--- src/rtl/apr_pkg.sv ---
`default_nettype none

package apr_pkg;

	// Default buffer depth (inner positions kept at once)
	localparam int MAX_INNER_DEF = 1024;

	// Output queue depth; a power of two
	localparam int OFIFO_DEPTH = 4;

	// Buffer word: overflow bit over the 32-bit partial product
	localparam int MEM_W = 33;

	// Upper bound of outer_count and reduce_length
	localparam logic [20:0] AXIS_MAX = 21'd1048576;

	// Configuration register indexes
	localparam logic [1:0] CFG_OUTER = 2'd0;
	localparam logic [1:0] CFG_REDUCE = 2'd1;
	localparam logic [1:0] CFG_INNER = 2'd2;

	// Address width for a given depth, never zero
	function automatic int addr_w(input int depth);
		addr_w = (depth > 1) ? $clog2(depth) : 1;
	endfunction

	// Per-element control from the sequencer
	typedef struct packed {
		logic        first;
		logic        emit;
		logic        last;
		logic [29:0] pos;
	} ctl_t;

	// One result word
	typedef struct packed {
		logic signed [31:0] product_value;
		logic [29:0]        position_index;
		logic               product_overflow;
		logic               tensor_overflow;
		logic               last_of_tensor;
	} out_item_t;

endpackage

`default_nettype wire

--- src/rtl/apr_ofifo.sv ---
`default_nettype none

module apr_ofifo (
	input  wire logic                                    clk,
	input  wire logic                                    arst_n,
	input  wire logic                                    push,
	input  wire apr_pkg::out_item_t                      push_item,
	input  wire logic                                    pop,
	output      logic                                    not_empty,
	output      apr_pkg::out_item_t                      head,
	output      logic [$clog2(apr_pkg::OFIFO_DEPTH+1)-1:0] count
);

	localparam int PW = $clog2(apr_pkg::OFIFO_DEPTH);
	localparam int CW = $clog2(apr_pkg::OFIFO_DEPTH + 1);

	apr_pkg::out_item_t slot_q [apr_pkg::OFIFO_DEPTH];
	logic [PW-1:0] wr_ptr_q;
	logic [PW-1:0] rd_ptr_q;
	logic [CW-1:0] count_q;
	logic          do_pop;

	assign do_pop = pop && (count_q != '0);

	// Store the pushed word
	always_ff @(posedge clk) begin
		if (push) begin
			slot_q[wr_ptr_q] <= push_item;
		end
	end

	// Advance pointers and occupancy
	always_ff @(posedge clk or negedge arst_n) begin
		if (!arst_n) begin
			wr_ptr_q <= '0;
			rd_ptr_q <= '0;
			count_q  <= '0;
		end else begin
			if (push) begin
				wr_ptr_q <= wr_ptr_q + PW'(1);
			end
			if (do_pop) begin
				rd_ptr_q <= rd_ptr_q + PW'(1);
			end
			case ({push, do_pop})
				2'b10:   count_q <= count_q + CW'(1);
				2'b01:   count_q <= count_q - CW'(1);
				default: count_q <= count_q;
			endcase
		end
	end

	assign not_empty = (count_q != '0);
	assign head      = slot_q[rd_ptr_q];
	assign count     = count_q;

endmodule

`default_nettype wire

--- config.mk ---
export PLATFORM = sky130hd
export DESIGN_NAME = apr_ofifo
export DESIGN_NICKNAME = d
export VERILOG_FILES = /design/src/rtl/apr_pkg.sv /design/src/rtl/apr_ofifo.sv
export SDC_FILE = /design/constraint.sdc
export NUM_CORES = 1
export LEC_CHECK = 0
export ABC_AREA = 0
export CORE_ASPECT_RATIO = 0.6
export CORE_UTILIZATION = 55
export CTS_BUF_LIST = sky130_fd_sc_hd__clkbuf_8
export CTS_CLUSTER_DIAMETER = 200
export CTS_CLUSTER_SIZE = 12
export DETAILED_ROUTE_END_ITERATION = 10
export DONT_BUFFER_PORTS = 1
export PLACE_DENSITY_LB_ADDON = 0.12
export SLEW_MARGIN = 0
export SYNTH_ARGS = -nofsm -noshare
export SYNTH_HDL_FRONTEND = slang
export SYNTH_SLANG_ARGS = --single-unit
export TNS_END_PERCENT = 1
--- constraint.sdc ---
create_clock -name clk -period 2.9 [get_ports clk]
set_input_delay 0.29 -clock clk [delete_from_list [all_inputs] [get_ports clk]]
set_output_delay 0.29 -clock clk [all_outputs]
set_load 0.05 [all_outputs]
---- Word level (Yosys, flattened, before mapping) ----
Memories as Yosys holds them, arrays and structs flattened.
Cells that the tools add are included.
storage, ports and cells
  register bits ........................... 7
  RAM bits ................................ 260
  input port bits ......................... 69
  output and inout port bits .............. 69
  logic and storage cells ................. 16
  memories kept ........................... 1
cells by class
  add/sub/neg operators ................... 4
  equality and inequality tests ........... 2
  multiplexer cells ....................... 3
  reductions and logical operators ........ 3
memory list
  memory  words  bits a word  read ports  clocked after memory_dff  wr ports  line             text
  slot_q  4      65           1           0                         1         apr_ofifo.sv:17  apr_pkg::out_item_t slot_q [apr_pkg::OFIFO_DEPTH];
operators with widths
  operator                                                            count
  3-bit case mux with 2 select lines                                  1
  2-bit by 1-bit adder with 2-bit output, second input constant       2
  3-bit by 1-bit adder with 3-bit output, second input constant       1
  3-bit nonzero test                                                  1
  3-bit by 1-bit subtractor with 3-bit output, second input constant  1
  2-bit by 1-bit == test with 1-bit output, second input constant     1
  2-bit == test, second input constant                                1
  1-bit 2-to-1 mux                                                    2
  2-bit nonzero test                                                  1
  1-bit logical AND                                                   1

---- Longest topological paths before layout ----
  word-level depth ........................ 4
  gate-level depth with buffers ........... 7
  mapped depth without buffers ............ 7

---- Least setup slack after synthesis ----
OpenSTA, ideal clock, no wires.
  path type ............................... reg2reg
  start point ............................. reg wr_ptr_q[0]
  end point ............................... mem slot_q[0][0] in the netlist's numbering, enable pin
  setup time .............................. 430 ps
  arrival time ............................ 2148 ps
  required time ........................... 2470 ps
  setup slack ............................. 322 ps
  cell stages (with the launch flop) ...... 4
  buffers on the path ..................... 0
  period minus slack after synthesis ...... 2578 ps
  path through ............................ dfrtp_1 -> inv_1 -> ha_1 -> and2_1
RTL lines
  what                    line             text
  from (decl)             apr_ofifo.sv:18  logic [PW-1:0] wr_ptr_q;
  from (signal assigned)  apr_ofifo.sv:40  wr_ptr_q <= wr_ptr_q + PW'(1);
  to (decl)               apr_ofifo.sv:17
No word-level cell before the write port.

==> results.cfg <==
[run_status]
outcome = completed

[routing]
drt_iter0_drc = 280
drc = 0
drtAntennaViolNets = 0
vias_per_cell = 5.68
dr.pass1.iters = 4
wl_per_cell_um = 22.4
postRouteWirelength_um = 16100
vias = 4076

[timing]
maxSlewHeadroom = 0.613
fin_worst_skew_ns = 0.0111
period_share = 0.796
setup_slack_ns = 0.590
fmax_ghz = 0.433
hold_ws_ns = 0.0656
rsz0062_at_grt = false
setup_viol = 0
hold_violations = 0
finalSetupTns_ns = 0
tightestPinTransition_ns = 0.580
finalCriticalPeriod_ns = 2.31
drv_slew = 0

[finish]
n_antenna_cell = 0
drive_gt1_frac = 0.221
final_cell_mix = edfxtp_1, dlygate4sd3_1, mux4_2, clkbuf_8, inv_1
utilization = 0.650
design_area_sq_um = 11300
area_growth_pct = 14.7
finalNetCount = 539
finalNonFillerCells = 718
final_common_cell = edfxtp_1

[setup_path]
cpMaxStageDelayCell = mux4_2
crit_type = register to primary output
crit_path_start_kind = register
critPathMaxStageDelay_ns = 0.73
end_kind = primary output
crit_path_cell_trace = buf_12, mux4_2
worstPathArrival_ns = 2.02
crit_fanout = 34
worstPathRequired_ns = 2.61

[global_route]
overflow = 0
antenna_found_initial = 0
grt_max_degree = 38
grt_first_pass_wirelength_um = 25000
grt_pass1_vias = 4399
grt_use_total = 0.183

[place]
port_buffers = 0
hpwl_um = 9030
place_area_sq_um = 10100
dp_cells = 603
pre_cts_slack_ns = 0.721
gp_congestion = 0.714

[die]
io_pins = 138
die-area_sq_um = 18400
start_util = 0.567
rows = 37
die_h_um = 105
die_w_um = 174
core_sq_um = 17300

[clock_tree]
cts_tree = built
cts_buffers = 26
clkTransAtPathRegs_ns = 0.08
cts-root-buf = clkbuf_8
cts_max_level = 1
cts_setup_buffers = 0
cts_buffer_depth = 3
clk_latency_ns = 0.53
post_cts_resized = 0
clock-sinks = 267

[job]
cap_violations = 0

[power]
p_per_area_nw_per_um2 = 1080
p_total_mw = 12.2
p_leak_nw = 3.67
ir_drop_v = 0.000562

[synth]
ys_ff_latch = 267
syn_area_per_cell_sq_um = 26.1
ys_warn_count = 0
syn_nets = 451
synth_cell_types = 20
syn_area_sq_um = 9820
ys_seq_area_frac = 0.813
synth_cells = 376

[min_path]
hp-class = input pin to register
cell families (layout without fill, tap and decap cells):
kind of cell               after synthesis  in the layout  share of synthesized area
xor gates and xnor gates                 6              6                    0.00535
adders and majority gates                6              6                    0.00841
DFF                                    267            267                      0.813
muxes                                   66             66                      0.150
AOI/OAI and AO/OA                        2              2                    0.00140
and+or+nand+nor                          8              8                    0.00433
buffers and inverters                   21            129                     0.0172
cells in the mapped netlist, drive strengths merged:
master / number / area [sq um]
edfxtp: 260 / 7810
mux4: 65 / 1460
buf: 13 / 139
dfrtp: 7 / 175
inv: 6 / 22.5
ha: 5 / 62.6
and2: 4 / 25.0
xor2: 4 / 35.0
clkbuf: 2 / 7.51
nand2: 2 / 7.51
xnor2: 2 / 17.5
fa: 1 / 20.0
mux2i: 1 / 10.0
nor2: 1 / 3.75
o21ai: 1 / 5.00
o31a: 1 / 8.76
or3: 1 / 6.26
area by class of cell:
cell class | instances | area, sq um
Clock buffer | 27 | 372
Multi-Input combinational cell | 88 | 1680
Sequential cell | 267 | 7990
Clock inverter | 21 | 86.3
Timing Repair Buffer | 75 | 818
Tap cell | 234 | 293
Fill cell | 1167 | 6060
Inverter | 6 | 22.5
path summary, 6_finish.rpt:
path | slack (ns) | to | startpoint | depth (start not counted)
min in group asynchronous | 0.10 | count[1] | arst_n | 1
setup reg to reg | 0.71 | count[2] | count[0] | 7
max in group asynchronous | 2.50 | rd_ptr_q[1] | arst_n | 1
hold / removal | 0.07 | rd_ptr_q[0] | pop | 2
setup / recovery | 0.59 | head[49] | rd_ptr_q[0] | 2
hold reg to reg | 0.54 | wr_ptr_q[0] | wr_ptr_q[0] | 1
metal layers:
layer	share of wire	up-vias	global-route usage
met3	0.073	35	0.0548
met2	0.49	127	0.301
met4	0.022	0	0.0470
met5	0	-	0
li1	-	1778	-
met1	0.41	2136	0.241
sequential cells by signal, summed over array words and instances (netlist names):
name      count
count         3
wr_ptr_q      2
rd_ptr_q      2
slot_q      260
report_power, final:
part | switching, mW | internal (mW)
Clock | 1.16 | 0.872
Combinational | 3.51 | 1.29
Sequential | 0.301 | 5.05
critical path, delay by kind of cell, from the launching register on:
family / cells / cell delay [ns]
mux: 1 / 0.73
flops: 1 / 0.46
buf+inv: 1 / 0.29
repair_timing:
item,CTS,global route
endpoints found under the setup margin,0,0
hold endpoints to repair,269,0
hold buffers,67,0
Note: power is estimated with default switching activity, not from simulation.
