<file path="src/rtl/apr_pkg.sv">
`default_nettype none

package apr_pkg;

	// Default buffer depth (inner positions kept at once)
	localparam int MAX_INNER_DEF = 1024;

	// Output queue depth; a power of two
	localparam int OFIFO_DEPTH = 4;

	// Buffer word: overflow bit over the 32-bit partial product
	localparam int MEM_W = 33;

	// Upper bound of outer_count and reduce_length
	localparam logic [20:0] AXIS_MAX = 21'd1048576;

	// Configuration register indexes
	localparam logic [1:0] CFG_OUTER = 2'd0;
	localparam logic [1:0] CFG_REDUCE = 2'd1;
	localparam logic [1:0] CFG_INNER = 2'd2;

	// Address width for a given depth, never zero
	function automatic int addr_w(input int depth);
		addr_w = (depth > 1) ? $clog2(depth) : 1;
	endfunction

	// Per-element control from the sequencer
	typedef struct packed {
		logic        first;
		logic        emit;
		logic        last;
		logic [29:0] pos;
	} ctl_t;

	// One result word
	typedef struct packed {
		logic signed [31:0] product_value;
		logic [29:0]        position_index;
		logic               product_overflow;
		logic               tensor_overflow;
		logic               last_of_tensor;
	} out_item_t;

endpackage

`default_nettype wire

</file>
<file path="src/rtl/apr_seq.sv">
`default_nettype none

module apr_seq #(
	parameter int MAX_INNER = apr_pkg::MAX_INNER_DEF
) (
	input  wire logic                                  clk,
	input  wire logic                                  arst_n,
	input  wire logic                                  cfg_wr,
	input  wire logic [1:0]                            cfg_index,
	input  wire logic [31:0]                           cfg_data,
	input  wire logic                                  advance,
	output      logic [apr_pkg::addr_w(MAX_INNER)-1:0] ip,
	output      apr_pkg::ctl_t                         ctl
);

	localparam int AW = apr_pkg::addr_w(MAX_INNER);

	logic [19:0] ocnt_m1_q;
	logic [19:0] rlen_m1_q;
	logic [10:0] icnt_q;
	logic [10:0] icnt_m1_q;
	logic [AW-1:0] inner_q;
	logic [19:0] axis_q;
	logic [19:0] outer_q;
	logic [29:0] base_q;

	logic [20:0] v_outer;
	logic [20:0] v_reduce;
	logic [10:0] v_inner;
	logic [20:0] c_outer;
	logic [20:0] c_reduce;
	logic [10:0] c_inner;
	logic        inner_end;
	logic        axis_end;
	logic        outer_end;

	// Clamp written values: zero acts as one, saturate above range
	always_comb begin
		v_outer  = cfg_data[20:0];
		v_reduce = cfg_data[20:0];
		v_inner  = cfg_data[10:0];
		if (v_outer == '0) begin
			c_outer = 21'd1;
		end else if (v_outer > apr_pkg::AXIS_MAX) begin
			c_outer = apr_pkg::AXIS_MAX;
		end else begin
			c_outer = v_outer;
		end
		if (v_reduce == '0) begin
			c_reduce = 21'd1;
		end else if (v_reduce > apr_pkg::AXIS_MAX) begin
			c_reduce = apr_pkg::AXIS_MAX;
		end else begin
			c_reduce = v_reduce;
		end
		if (v_inner == '0) begin
			c_inner = 11'd1;
		end else if (32'(v_inner) > MAX_INNER) begin
			c_inner = 11'(MAX_INNER);
		end else begin
			c_inner = v_inner;
		end
	end

	assign inner_end = (32'(inner_q) == 32'(icnt_m1_q));
	assign axis_end  = (axis_q == rlen_m1_q);
	assign outer_end = (outer_q == ocnt_m1_q);

	assign ip        = inner_q;
	assign ctl.first = (axis_q == '0);
	assign ctl.emit  = axis_end;
	assign ctl.last  = axis_end && inner_end && outer_end;
	assign ctl.pos   = base_q + 30'(inner_q);

	// Take register writes; restart the tensor on any write to a known index
	always_ff @(posedge clk or negedge arst_n) begin
		if (!arst_n) begin
			ocnt_m1_q <= '0;
			rlen_m1_q <= '0;
			icnt_q    <= 11'd1;
			icnt_m1_q <= '0;
			inner_q   <= '0;
			axis_q    <= '0;
			outer_q   <= '0;
			base_q    <= '0;
		end else if (cfg_wr) begin
			unique case (cfg_index)
				apr_pkg::CFG_OUTER:  ocnt_m1_q <= 20'(c_outer - 21'd1);
				apr_pkg::CFG_REDUCE: rlen_m1_q <= 20'(c_reduce - 21'd1);
				apr_pkg::CFG_INNER: begin
					icnt_q    <= c_inner;
					icnt_m1_q <= c_inner - 11'd1;
				end
				default: ;
			endcase
			if (cfg_index == apr_pkg::CFG_OUTER || cfg_index == apr_pkg::CFG_REDUCE ||
			    cfg_index == apr_pkg::CFG_INNER) begin
				inner_q <= '0;
				axis_q  <= '0;
				outer_q <= '0;
				base_q  <= '0;
			end
		end else if (advance) begin
			// Step inner, then axis, then outer; all wrap to zero at tensor end
			if (inner_end) begin
				inner_q <= '0;
				if (axis_end) begin
					axis_q <= '0;
					if (outer_end) begin
						outer_q <= '0;
						base_q  <= '0;
					end else begin
						outer_q <= outer_q + 20'd1;
						base_q  <= base_q + 30'(icnt_q);
					end
				end else begin
					axis_q <= axis_q + 20'd1;
				end
			end else begin
				inner_q <= inner_q + AW'(1);
			end
		end
	end

endmodule

`default_nettype wire

</file>
<file path="config.mk">
export PLATFORM = sky130hd
export DESIGN_NAME = apr_seq
export DESIGN_NICKNAME = d
export VERILOG_FILES = /design/src/rtl/apr_pkg.sv /design/src/rtl/apr_seq.sv
export SDC_FILE = /design/constraint.sdc
export NUM_CORES = 1
export LEC_CHECK = 0
export CAP_MARGIN = 40
export CORE_MARGIN = 2
export CORE_UTILIZATION = 35
export DETAILED_ROUTE_END_ITERATION = 8
export DONT_BUFFER_PORTS = 1
export PLACE_DENSITY = 0.53
export SLEW_MARGIN = 40
export SYNTH_ARGS = -nofsm -noshare
export SYNTH_HDL_FRONTEND = slang
export SYNTH_SLANG_ARGS = --single-unit
</file>
<file path="constraint.sdc">
create_clock -name clk -period 3 [get_ports clk]
set_input_delay 0.15 -clock clk [delete_from_list [all_inputs] [get_ports clk]]
set_output_delay 0.15 -clock clk [all_outputs]
set_load 0.01 [all_outputs]
</file>
# Word-level counts from Yosys, hierarchy flattened
# Cells that the tools add are included.
totals:
  reg_bits: 142
  inputBits: 38
op_classes:
  n_addsub: 7
  n_lt_le_gt_ge: 2
  n_eq_ne: 6
  n_mux: 24
  n_reduce_logical: 17
ops:
  columns: ["operator", "n"]
  rows:
  - ["2-to-1 mux 20 bit", 12]
  - ["2-to-1 mux 30 bit", 6]
  - ["adder 20 x 1 -> 20 bit (second input constant)", 2]
  - ["equality test 20 bit", 2]
  - ["2-to-1 mux 10 bit", 4]
  - ["adder 30 x 10 -> 30 bit", 1]
  - ["adder 30 x 11 -> 30 bit", 1]
  - ["2-to-1 mux 11 bit", 2]
  - ["greater-than comparator 21 bit (second input constant)", 1]
  - ["logical NOT 21 bit", 1]
  - ["logical NOT 20 bit", 1]
  - ["subtractor 20 x 1 -> 20 bit (second input constant)", 1]
  - ["equality test 10 x 11 -> 1 bit", 1]
  - ["greater-than comparator 11 bit (second input constant)", 1]
  - ["logical NOT 11 bit", 1]
  - ["subtractor 11 x 1 -> 11 bit (second input constant)", 1]
  - ["adder 10 x 1 -> 10 bit (second input constant)", 1]
  - ["AND reduction 2 bit", 4]
  - ["nonzero test 2 bit", 3]
  - ["AND reduction 4 bit", 1]
  - ["AND reduction 3 bit", 1]
  - ["equality test 2 x 1 -> 1 bit (second input constant)", 1]
  - ["equality test 2 bit (second input constant)", 1]
  - ["logical AND 1 bit", 2]
  - ["3 further kinds", 4]

# Logic depth before layout (Yosys ltp)
logic_depth:
  word_depth: 6
  mapped_depth: 14

# Least setup slack after synthesis
# Ideal clock, no wire load.
synth_timing:
  kind: "register -> output"
  start: "register inner_q[0] (netlist: ip[0])"
  end: "output ctl[22] (netlist bit)"
  arrival_time_ns: 2.401
  t_required_ns: 2.850
  setup_slack_ns: 0.449
  path_stages_with_launch: 10
  path_cell_list: "dfrtp_1 > ha_1 > inv_1 > fa_1 > nor2b_1 > o2111ai_1 > a31oi_1 > a31oi_1 > nor3b_1 > xor2_1"
synth_lines:
  columns: ["element", "line", "text"]
  rows:
  - ["start: declaration", "apr_seq.sv:22", "logic [AW-1:0] inner_q;"]
  - ["start signal: assignment", "apr_seq.sv:120", "inner_q <= inner_q + AW'(1);"]
  - ["end: declaration", "apr_seq.sv:13", "output apr_pkg::ctl_t ctl"]

==> results.md <==
* Post-synthesis compound-gate area fraction at 19.48%
* Placer Congestion at 0.8310
* Most used flip-flop cell after synthesis: dfrtp_1
* TritonCTS buffer count at 17
* First-pass DRT Iterations at 7
* CP arrival at 2.75 ns
* Max-slew violations at 0
* Placeable Area at 26880 um2
* Slew headroom at 49.52%
* Initial antenna violation count at 0
* R2R setup slack at 0.38 ns
* Initial DRC count at 694
* Largest family of logic cells by synthesized area: simple AND/OR/NAND/NOR gates
* Period utilization at 96.70%
* Remaining Overflow, GRT at 0
* # rows at 60
* Synth Instances at 1093
* Top cells by area, synth: dfrtp_1 37%, xnor2_1 6.2%, o21ai_0 5.0%
* Final worst slack at 0.09908 ns
* Port-buffer cells at 0
* Layout cell share with drive strength beyond 1 at 13.74%
* Die Area at 28610 um2
* Wire per inst at 19.12 um
* Post-synthesis xor/xnor area fraction at 10.28%
* Largest stage delay on the critical path at 0.39 ns
* Routed WL at 28090 um
* CP Buf/Inv Count at 3
* Shortest period the worst path allows at 2.901 ns
* Max_cap viols at 0
* H-Tree Depth at 4
* Post-synthesis async set-or-reset flop share at 100.0%
* Worst-Margin Slew at 0.7572 ns
* Post-synth EDFFs at 0
* Clock Sinks at 142
* Post-synth top area cell: dfrtp_1
* Chip Width at 169.1 um
* Clock-pin slew on the worst setup and hold paths at 0.06 ns
* Mux share of post-synthesis cell area at 2.150%
* Critical Path Fanout Max at 5
* Reg2reg start: icnt_q[0]$_DFFE_PN1P_
* Initial Util at 35.51%
* Setup crit end: ctl[12]
* Leakage at 0.004636 uW
* Worst-skew pair later-pin latency at 0.43 ns
* Fill count at 2685
* Count of final setup violators at 0
* Yosys warns at 0
* Synth Cell Area at 9544 um2
* Register bit count reported by yosys at 142
* Mapped Nets at 1160
* Pre-CTS WS at 0.2552 ns
* Hpwl dp at 19570 um
* CP Cell Sequence: ha_2, inv_1, fa_2, nor2b_4, o2111ai_4, a31oi_4, a31oi_4, buf_6, nor2_1, xor2_1, buf_4
* CP required at 2.85 ns
* CP Class: register to output pin
* First-pass GRT wire length at 46130 um
* Drt via density at 5.593
* Synth-to-layout area growth at 15.94%
* Routed Antenna Nets at 0
* TritonCTS clock tree: built
* DRC at 0
* Number of global-route vias before repair at 8000
* GRT Overall Usage at 20.43%
* Top Family by Delay on Critical Path: adder cells
* Via count at 8216
* Adder-cell share of the synthesized area at 3.959%
* Worst r2r dst: base_q[26]$_DFFE_PN0P_
* Avg Synthesized Cell Area at 8.732 um2
* Count leader, synth: dfrtp_1
* Worst Setup SP: base_q[0]$_DFFE_PN0P_
* Hold Slack at -0.5854 ns
* Fmax at 0.3447 GHz
* Tot Pwr at 5600 uW
* Failing checks: hold timing
* Clock Skew at 0.01491 ns
* I/O pin cnt at 81
* Root Driver: clkbuf_16
* Slowest cell on the critical path: fa_2
* Setup crit end kind: output pin
* Total negative slack at 0 ns
* Reg2reg path depth at 9
* Sequential area share after synthesis at 37.24%
* Crit start category: register
* Commonest cells in the synthesized netlist: 141 x dfrtp_1, 128 x nand2_1, 96 x o21ai_0
* NumNets Final at 1184
* Levels on crit path at 11
* Most frequent CP cell: a31oi_4
* Hold WC Path Type: primary input to async pin
* Fraction of the mapped netlist area in simple logic gates at 22.71%
* Antenna cell count at 0
* CTS Buffer Depth at 2
* Status: finished with violations
* Share of the synthesized area in the top cell type at 36.97%
* Cts-stage hold buffer count at 17
* Maximum vdd drop at 0.3880 mV
* Count of cell types in the netlist at 80
* Largest net degree at the start of global routing at 143
* P per Cell Area at 506.0 nW/um2
* Vert. Die Dim at 169.1 um
* Fin. Hold Viols at 142
==> per-stage QoR <==
step | std cells | area [um2] | util, %
floorplan | 1093 | 9544 | -
global placement | 1415 | 10110 | 37.63
detailed placement | 1415 | 10110 | 37.63
CTS | 1464 | 10920 | 40.62
global route | 1469 | 11070 | 41.17
finish | 1469 | 11070 | 41.17
==> state kept, by name, indices dropped and copies added (netlist names) <==
name and flops:
rlen_m1_q 20, ip 10, axis_q 20, icnt_m1_q 11, icnt_q 11, outer_q 20, base_q 30, ocnt_m1_q 20
==> layer usage <==
metal	vias up	share of wire [%]	GRT usage (%)
met5	-	0	0
met4	0	2.2	6.652
met3	35	4.3	3.288
met2	198	46	31.48
met1	3979	48	29.29
li1	4004	-	-
==> worst min path at each step <==
stage	cells after the start	slack [ns]	from	to
6_report	0	-0.59	arst_n	axis_q[16]$_DFFE_PN0P_
5_1_grt	0	-0.61	arst_n	axis_q[11]$_DFFE_PN0P_
4_1_cts	0	-0.61	arst_n	axis_q[12]$_DFFE_PN0P_
3_5_place_dp	0	-0.14	arst_n	axis_q[12]$_DFFE_PN0P_
3_3_place_gp	0	-0.14	arst_n	axis_q[11]$_DFFE_PN0P_
2_1_floorplan	0	-0.15	arst_n	axis_q[0]$_DFFE_PN0P_
==> power breakdown <==
group / internal (uW) / switching (uW)
sequential: 2110 / 182
combinational: 496 / 652
clock: 1320 / 842
==> layout make-up <==
class | count | area [um2] | area share (%)
clock buffer | 19 | 442.9 | 4.003
clock inverter | 11 | 143.9 | 1.300
inverter | 26 | 97.59 | 0.8820
multi-input combinational | 855 | 5769 | 52.14
sequential | 142 | 3556 | 32.13
tap | 341 | 426.7 | 3.856
timing repair buffer | 75 | 629.4 | 5.687
==> worst register-to-register path: stages (launching register included) <==
cell      delay, ns
dfstp_2        0.54
ha_1           0.19
fa_1           0.22
a21oi_1        0.11
o211ai_1       0.40
a311oi_1       0.16
buf_4          0.22
or3_1          0.32
nor3_1         0.19
mux2i_1        0.21
==> placed cells by master, fill, tap and decap left out, drive strengths merged, types with 24 or more instances in the layout <==
master and instances:
dfrtp 141, nand2 128, o21ai 111, xnor2 68, nor2 65, buf 58, xor2 44, nand3 38
o31ai 37, a21oi 33, nor3 30, nand4 29, ha 27, inv 26, and3 24
==> cells by family after synthesis <==
logic type	count (synthesis)
AND/OR/NAND/NOR	408
AO/OA/AOI/OAI	286
flip-flops	142
XOR/XNOR	112
buffers and inverters	96
adder cells (fa/ha/maj)	29
multiplexers	20
==> timing repair <==
item | CTS | global route
hold endpoints to repair | 167 | 142
gates resized for setup | 8 | 26
cloned | 0 | 2
setup buffers | 2 | 3
endpoints found under the setup margin | 9 | 18
pin swaps | 1 | 8
(Power assumes the default switching activity.)
